`config.mk`:
```
export PLATFORM = sky130hd
export DESIGN_NAME = fifo_free_list_handle_pool_top
export DESIGN_NICKNAME = d
export VERILOG_FILES = /design/src/hw/rtl/ffhp_pkg.sv /design/src/hw/rtl/fifo_free_list_handle_pool_top.sv
export SDC_FILE = /design/constraint.sdc
export NUM_CORES = 2
export LEC_CHECK = 0
export BUFFER_PORTS_ARGS = -buffer_cell sky130_fd_sc_hd__buf_2
export CORE_ASPECT_RATIO = 0.9
export CORE_MARGIN = 3
export CORE_UTILIZATION = 45
export DETAILED_ROUTE_END_ITERATION = 10
export PLACE_DENSITY = 0.63
export SLEW_MARGIN = 10
export SYNTH_ARGS = -nofsm -noshare
export SYNTH_HDL_FRONTEND = slang
export SYNTH_SLANG_ARGS = --single-unit
```
`constraint.sdc`:
```
create_clock -name clk -period 6.55 [get_ports clk]
set_clock_uncertainty 0.15 [all_clocks]
set_input_delay 1.31 -clock clk [delete_from_list [all_inputs] [get_ports clk]]
set_output_delay 1.31 -clock clk [all_outputs]
set_load 0.02 [all_outputs]
```
`src/hw/rtl/ffhp_pkg.sv`:
```
`default_nettype none

package ffhp_pkg;

    // Command codes carried by an input beat.
    typedef enum logic [1:0] {
        CMD_ALLOC = 2'd0,
        CMD_TRY   = 2'd1,
        CMD_FREE  = 2'd2
    } cmd_t;

    // Status codes returned with every result beat.
    typedef enum logic [1:0] {
        STAT_OK          = 2'd0,
        STAT_NO_RELEASED = 2'd1,
        STAT_NOT_IN_USE  = 2'd2,
        STAT_EXHAUSTED   = 2'd3
    } status_t;

endpackage

`default_nettype wire

```
`src/hw/rtl/fifo_free_list_handle_pool_top.sv`:
```
`default_nettype none

// Handle pool with a FIFO free list. A command beat is taken when start is high
// and busy is low; every command gives exactly one result beat, shown on
// handle_out/status for the single cycle in which done is high. The receiver
// cannot stall that beat, so it must sample it then. The cycle after
// acceptance (ST_EXEC) waits for the registered read of the
// in-use bitmap and of the released-handle queue, both synchronous memories,
// and the write-back happens at the end of that cycle. The result beat then
// appears together with busy going low, so a new command can be taken in the
// very cycle the previous result is shown, but not while one is in ST_EXEC.
// Allocate hands out the oldest released handle, else the next never-issued
// one, else reports the pool exhausted. Try-allocate uses released handles
// only. Deallocate of a handle that is not in use reports an error and
// changes nothing. No clearing pass is needed after reset: a bitmap entry at
// or above the count of fresh handles issued so far reads as free.
module fifo_free_list_handle_pool_top #(
    parameter int POOL_SIZE = 256
) (
    input  logic                  clk,
    input  logic                  rst_n,
    input  logic                  start,
    output logic                  busy,
    input  logic [1:0]            command,
    input  logic [7:0]            handle,
    output logic                  done,
    output logic [7:0]            handle_out,
    output ffhp_pkg::status_t     status
);

    import ffhp_pkg::*;

    localparam int IDX_W = (POOL_SIZE > 2) ? $clog2(POOL_SIZE) : 1;
    localparam int CNT_W = $clog2(POOL_SIZE + 1);
    localparam int HW    = (CNT_W > 8) ? CNT_W : 8;
    localparam logic [IDX_W-1:0] LAST_SLOT = IDX_W'(POOL_SIZE - 1);
    localparam logic [CNT_W-1:0] POOL_FULL = CNT_W'(POOL_SIZE);

    typedef enum logic {
        ST_IDLE,
        ST_EXEC
    } state_t;

    // Control and pointer registers
    state_t             state_reg,  state_next;
    cmd_t               cmd_reg;
    logic [HW-1:0]      hreq_reg;
    logic [IDX_W-1:0]   head_reg,   head_next;
    logic [IDX_W-1:0]   tail_reg,   tail_next;
    logic [CNT_W-1:0]   count_reg,  count_next;
    logic [CNT_W-1:0]   fresh_reg,  fresh_next;
    logic               done_reg,   done_next;
    logic [7:0]         hout_reg,   hout_next;
    status_t            status_reg, status_next;

    // Memories and their registered read data
    logic               map_mem   [POOL_SIZE];
    logic [IDX_W-1:0]   queue_mem [POOL_SIZE];
    logic               map_rd_reg;
    logic [IDX_W-1:0]   queue_rd_reg;

    // Write-back controls
    logic               map_we;
    logic [IDX_W-1:0]   map_waddr;
    logic               map_wdata;
    logic               queue_we;

    logic               accept;
    logic [HW-1:0]      handle_wide;
    logic               in_use;
    logic [IDX_W-1:0]   grant;

    assign accept      = start && (state_reg == ST_IDLE);
    assign handle_wide = HW'(handle);
    assign busy        = (state_reg != ST_IDLE);
    assign done        = done_reg;
    assign handle_out  = hout_reg;
    assign status      = status_reg;

    // Entries at or above the fresh count were never issued: treat them as free.
    assign in_use = (hreq_reg < HW'(fresh_reg)) && map_rd_reg;

    // Read both memories at acceptance; data is ready in ST_EXEC.
    always_ff @(posedge clk)
    begin
        if (accept)
        begin
            map_rd_reg   <= map_mem[handle_wide[IDX_W-1:0]];
            queue_rd_reg <= queue_mem[head_reg];
        end
        if (map_we)
        begin
            map_mem[map_waddr] <= map_wdata;
        end
        if (queue_we)
        begin
            queue_mem[tail_reg] <= hreq_reg[IDX_W-1:0];
        end
    end

    // Payload capture of the command beat
    always_ff @(posedge clk)
    begin
        if (accept)
        begin
            cmd_reg  <= cmd_t'(command);
            hreq_reg <= handle_wide;
        end
    end

    always_comb
    begin
        state_next  = state_reg;
        head_next   = head_reg;
        tail_next   = tail_reg;
        count_next  = count_reg;
        fresh_next  = fresh_reg;
        done_next   = 1'b0;
        hout_next   = hout_reg;
        status_next = status_reg;
        map_we      = 1'b0;
        map_waddr   = hreq_reg[IDX_W-1:0];
        map_wdata   = 1'b0;
        queue_we    = 1'b0;
        grant       = '0;

        case (state_reg)
            ST_IDLE:
            begin
                if (accept)
                begin
                    state_next = ST_EXEC;
                end
            end
            ST_EXEC:
            begin
                status_next = STAT_OK;
                case (cmd_reg)
                    CMD_ALLOC, CMD_TRY:
                    begin
                        if (count_reg != '0)
                        begin
                            // Pop the oldest released handle.
                            grant      = queue_rd_reg;
                            head_next  = (head_reg == LAST_SLOT) ? '0 : head_reg + 1'b1;
                            count_next = count_reg - 1'b1;
                            map_we     = 1'b1;
                            map_waddr  = queue_rd_reg;
                            map_wdata  = 1'b1;
                        end
                        else if (cmd_reg == CMD_TRY)
                        begin
                            status_next = STAT_NO_RELEASED;
                        end
                        else if (fresh_reg != POOL_FULL)
                        begin
                            // Issue a never-used handle.
                            grant      = fresh_reg[IDX_W-1:0];
                            fresh_next = fresh_reg + 1'b1;
                            map_we     = 1'b1;
                            map_waddr  = fresh_reg[IDX_W-1:0];
                            map_wdata  = 1'b1;
                        end
                        else
                        begin
                            status_next = STAT_EXHAUSTED;
                        end
                    end
                    CMD_FREE:
                    begin
                        if (!in_use)
                        begin
                            status_next = STAT_NOT_IN_USE;
                        end
                        else
                        begin
                            // Clear the in-use bit and queue the handle.
                            map_we     = 1'b1;
                            map_waddr  = hreq_reg[IDX_W-1:0];
                            map_wdata  = 1'b0;
                            queue_we   = 1'b1;
                            tail_next  = (tail_reg == LAST_SLOT) ? '0 : tail_reg + 1'b1;
                            count_next = count_reg + 1'b1;
                        end
                    end
                    default:
                    begin
                        status_next = STAT_OK;
                    end
                endcase
                hout_next  = HW'(grant) >> 0 == '0 ? 8'd0 : 8'(HW'(grant));
                done_next  = 1'b1;
                state_next = ST_IDLE;
            end
            default:
            begin
                state_next = ST_IDLE;
            end
        endcase
    end

    always_ff @(posedge clk or negedge rst_n)
    begin
        if (!rst_n)
        begin
            state_reg  <= ST_IDLE;
            head_reg   <= '0;
            tail_reg   <= '0;
            count_reg  <= '0;
            fresh_reg  <= '0;
            done_reg   <= 1'b0;
            hout_reg   <= '0;
            status_reg <= STAT_OK;
        end
        else
        begin
            state_reg  <= state_next;
            head_reg   <= head_next;
            tail_reg   <= tail_next;
            count_reg  <= count_next;
            fresh_reg  <= fresh_next;
            done_reg   <= done_next;
            hout_reg   <= hout_next;
            status_reg <= status_next;
        end
    end

endmodule

`default_nettype wire

```
; ---- Yosys cells after proc, flatten, opt, wreduce, memory -nomap -nowiden
; Memories as Yosys holds them, arrays and structs flattened. A register that Yosys moved wholly into a read port is not among the register bits.
; Index checks and enable logic that the tools add are counted.
[totals]
register_bits = 56
ramBits = 2304
inputBits = 13
out_inout_bits = 12
word_cells = 77
mem_count = 2
[classes]
n_addsub = 5
order_cmp = 1
eq_ne = 7
muxes = 38
bitwise = 3
n_reduce_logical = 11
[memory_table]
columns = name, words, word_bits, rd, rd_ports_with_merged_regs, wr, line_no
row1 = queue_mem, 256, 8, 1, 1, 1, fifo_free_list_handle_pool_top.sv:58  ; logic [IDX_W-1:0] queue_mem [POOL_SIZE];
row2 = map_mem, 256, 1, 1, 1, 1, fifo_free_list_handle_pool_top.sv:57  ; logic map_mem [POOL_SIZE];
[op_table]
columns = operator, n
row1 = two-way mux 8 bit, 13
row2 = adder 9 x 1 -> 9 bit (second input constant), 2
row3 = two-way mux 9 bit, 2
row4 = case mux 9 bit (2 select lines), 1
row5 = adder 8 x 1 -> 8 bit (second input constant), 2
row6 = equality test 8 bit (second input constant), 2
row7 = two-way mux 1 bit, 15
row8 = zero test 9 bit, 1
row9 = less-than comparator 8 x 9 -> 1 bit, 1
row10 = != test 9 bit (second input constant), 1
row11 = nonzero test 9 bit, 1
row12 = subtractor 9 x 1 -> 9 bit (second input constant), 1
row13 = two-way mux 2 bit, 4
row14 = AND reduction 3 bit, 2
row15 = AND reduction 5 bit, 1
row16 = != test 2 bit (second input constant), 2
row17 = case mux 1 bit (2 select lines), 2
row18 = case mux 2 bit (2 select lines), 1
row19 = AND reduction 4 bit, 1
row20 = NOT 1 bit, 3
row21 = equality test 2 x 1 -> 1 bit (second input constant), 1
row22 = equality test 2 bit (second input constant), 1
row23 = logical AND 1 bit, 2
row24 = zero test 2 bit, 1
row25 = 2 further kinds, 2

; ---- Logic depth before layout (Yosys ltp)
[logic_depth]
depth_word = 8
depth_mapped = 12
depth_no_buf = 10

; ---- Worst setup path after synthesis
; Ideal clock, no wire load.
[synth_timing]
path_type = flip-flop to flip-flop
start = reg hreq_reg[7]
end = mem queue_mem[100][0] in the netlist's numbering, enable pin
setup_time_ps = 370
arrival_time_ps = 6163
required_time_ps = 6030
slack_ps = -133
stages_incl_launch_ff = 11
path_buffers = 2
period_less_slack_ps = 6683
path_cell_list = edfxtp_1 > ha_1 > and4b_2 > a21boi_0 > o2111ai_1 > a21oi_1 > nand2_1 > or2_2 > clkbuf_1 > clkbuf_1 > nor2_1
[synth_between]
elab_chain_len = 7
[synth_rtl]
columns = item, line_no
row1 = "start, declared", fifo_free_list_handle_pool_top.sv:47  ; logic [HW-1:0] hreq_reg;
row2 = "start signal, assigned", fifo_free_list_handle_pool_top.sv:107  ; hreq_reg <= handle_wide;
row3 = less-than comparator 8 x 9 -> 1 bit, fifo_free_list_handle_pool_top.sv:81  ; assign in_use = (hreq_reg < HW'(fresh_reg)) && map_rd_reg;
row4 = logical AND 1 bit, fifo_free_list_handle_pool_top.sv:81
row5 = two-way mux 1 bit, fifo_free_list_handle_pool_top.sv:171  ; if (!in_use)
row6 = two-way mux 1 bit, fifo_free_list_handle_pool_top.sv:138  ; case (cmd_reg)
row7 = two-way mux 1 bit, fifo_free_list_handle_pool_top.sv:127  ; case (state_reg)
row8 = two-way mux 1 bit, fifo_free_list_handle_pool_top.sv:95  ; if (queue_we)
row9 = two-way mux 1 bit (implied by the code), fifo_free_list_handle_pool_top.sv:97  ; queue_mem[tail_reg] <= hreq_reg[IDX_W-1:0];
row10 = "end, declared", fifo_free_list_handle_pool_top.sv:58
; Every way passes these cells.

==> metrics.txt <==
status=completed; Die W=~500 um; worst-path cell chain=buf_4, nand2b_1, o22ai_1, nor3_1, a2111oi_0, a211oi_1, o311ai_0, nand4_1; final std cells w/o fill=7895; Longest Clk Path Bufs=3; count of final hold-check violations=0; data arrival time of the worst path=5.35 ns; residual antenna-violating net count after detailed routing=0; pin count of the biggest net entering global routing=201; Critical Path Source=head_reg[2]; leftover overflow at the end of global routing=0; source of the worst hold timing path=status[1]; clock latency on the worst-skew pair=about 0.88 ns; Max Fclk=0.204 GHz; Slew Viols, Final=0; kind of start point of the critical path=register; setup violation total in the final timing report=0; total DRC errors in the routed layout=0; first-pass GRT wire length=352000 um; portion of the post-synthesis area used by sequential elements=75.5%; average routed wire per standard cell=31.0 um; total die area=214000 um^2; switching power=12400 uW; die height=440 um; starting density of the core=a little under half; Top reg by flops=queue_mem; RSZ-0062 raised after global routing=false; actual transition at the worst max-transition pin=1.22 ns; total via count in the routed design=49.3k; CTS Sinks=2369; longest individual stage delay on the worst path=1.05 ns; DP Cell Count=~7.5k; fin area=around 100000 um^2; Starting DRT DRC Count=6558; flop and latch count out of synthesis=2369; Leakage=roughly 0.032 uW; number of flip-flops in the largest register=2048; Area Overhead vs Synth=11.4%; per-cell via count in the routed design=6.25; count of input and output buffers=24; placeable core region=207000 um^2; synth warn=0; TritonCTS clock tree=yes; CTS root buf=clkbuf_16; clock period minus worst slack=4.91 ns; number of enable flip-flop cells after synthesis=2323; gate count of the mapped netlist=just under 5k; top fanout value on the critical path=28; CTS clock-pin slew for the worst setup and hold paths=around 0.060 ns; net count of the mapped netlist=4954; count of unique library cells instantiated by Yosys=a little over 80; dominant synthesized flop cell=edfxtp_1; final setup TNS=0 ns; proportion of power drawn by flip-flops and latches=42.3%; Post-CTS Hold Buffers=0; netlist area before placement=94000 um^2; number of iterations in the first detailed-routing pass=8; Final Net Count=about 5.0k; part of the cycle the worst path needs=74.9%; Int Pwr=28300 uW; Post-DP HPWL=between 100000 and 150000 um; beginning of the worst register-to-register path=head_reg[2]; post-synthesis area per instance=19.1 um^2; initial antenna violation count=5; number of setup buffers added after CTS=0; Resized cells post-CTS=0; number of global-route vias before repair=48.0k; slowest library cell on the worst path=a2111oi_0; reg2reg setup slack=1.64 ns; row count=158; logic gate share of total power=about a quarter; kind of path behind the tightest hold check=reg2reg; registers with the most flip-flops=queue_mem (2048), map_mem (256); worst slew margin relative to its limit=roughly 16%; gpl congestion=0.865; CTS buffer count=227; Worst path top cell family by delay=compound AO/OA/AOI/OAI gates; share of synthesized flip-flops with an asynchronous set or reset=1.94%; Worst Setup End Kind=register; Post-DP Area=97200 um^2; global routing usage summed across all routing layers=between 20% and 30%; share of final-layout standard cells stronger than drive strength 1=20.0%; H-tree levels=4; total detailed-routing wirelength=245000 um; CP Buf/Inv Count=1; CP required=6.99 ns; Crit Path Category=reg2reg; worst IR drop on VDD=a little under 300 uV; net switching fraction of the power=a little under a third; count of boundary I/O pins=25; part of the power in the clock network=32.5%; power density normalized to cell area=388 nW/um^2; number of max-cap violations=0
## final timing paths
| path | endpoint | cells after the start |
|---|---|---|
| min | status[1] | 2 |
| min reg2reg | status[1] | 2 |
| max | queue_rd_reg[1] | 8 |
| min in group asynchronous | count_reg[3] | 2 |
| max reg2reg | queue_rd_reg[1] | 8 |
| max in group asynchronous | head_reg[3] | 2 |
## cells in the final DEF (no fill, tap or decap), types with 13 or more instances in the layout
cell and count:
nand2_1 199, inv_1 27, clkinv_1 53, o221ai_1 19
clkbuf_16 229, o21ai_0 63, nand2b_1 13, mux2_2 29
nand3_1 26, a221oi_1 37, nor2b_1 15, buf_2 22
a21oi_1 68, clkinv_2 37, clkinvlp_4 15, clkbuf_1 39
bufinv_16 26, edfxtp_1 2323, o22ai_1 76, dfrtp_1 40
a22oi_1 99, a31oi_1 21, buf_12 19, a211oi_1 19
nand4_1 14, xnor2_1 19, nor3_1 31, mux4_2 495
a22o_1 26, mux2i_1 213, ha_1 20, nor2_1 560
buf_4 85
## synthesized netlist by cell type, types with 46 or more instances
master       n  area [um^2]
edfxtp_1  2323        69800
nor2_1     562         2110
mux4_2     495        11100
mux2i_1    213         2130
nand2_1    201          754
clkbuf_1   131          492
buf_2      102          510
a22oi_1     99          743
o22ai_1     76          475
a21oi_1     68          340
o21ai_0     63          315
dfrtp_1     46         1150
## power groups by stage
| stage | clock (uW) | combinational (uW) | sequential (uW) |
|---|---|---|---|
| 6_report | 13200 | 10300 | 17200 |
| 3_3_place_gp | 0 | 10200 | 17500 |
| 3_5_place_dp | 0 | 10200 | 17500 |
| 2_1_floorplan | 0 | 6500 | 17300 |
| 4_1_cts | 13400 | 10200 | 17200 |
| 5_1_grt | 14000 | 10700 | 17200 |
## worst reg2reg max path: stages (launching register included)
cell and delay [ns]:
dfrtp_4 0.82, buf_4 0.55, nand2b_1 0.57, o22ai_1 0.33, nor3_1 0.13, a2111oi_0 1.05
a211oi_1 0.19, o311ai_0 0.63, nand4_1 0.19
## cell type report
| class | count | area (um^2) |
|---|---|---|
| Antenna cell | 4 | 10.0 |
| Clock buffer | 268 | 5880 |
| Clock inverter | 154 | 1610 |
| Fill cell | 16400 | 102000 |
| Inverter | 30 | 120 |
| Multi-Input combinational cell | 2224 | 21600 |
| Sequential cell | 2369 | 70900 |
| Tap cell | 2720 | 3400 |
| Timing Repair Buffer | 126 | 1130 |
## cell families after synthesis
kind of cell	share of synthesized area, %
adders and majority gates	0.301
muxes	14.5
xor gates and xnor gates	0.214
DFF	75.5
AOI/OAI and AO/OA	3.69
buffers and inverters	1.57
and+or+nand+nor	4.28
## metrics by stage
stage	util, %	total power, uW	worst slack, ns	hold WS [ns]
2_1_floorplan	-	23800	-0.133	0.339
3_3_place_gp	47.0	27700	1.89	0.363
3_5_place_dp	47.0	27700	1.85	0.373
4_1_cts	50.6	40800	1.84	0.382
5_1_grt	50.6	41900	1.58	0.410
6_report	50.6	40700	1.64	0.380
## per-layer routing
layer | global-route usage (%) | share of wire, %
met5 | 0 | 0
met4 | 5.95 | 2.5
met3 | 5.40 | 10
met2 | 32.9 | 44
met1 | 34.7 | 43
No activity file was read; power rests on OpenSTA's default activity.
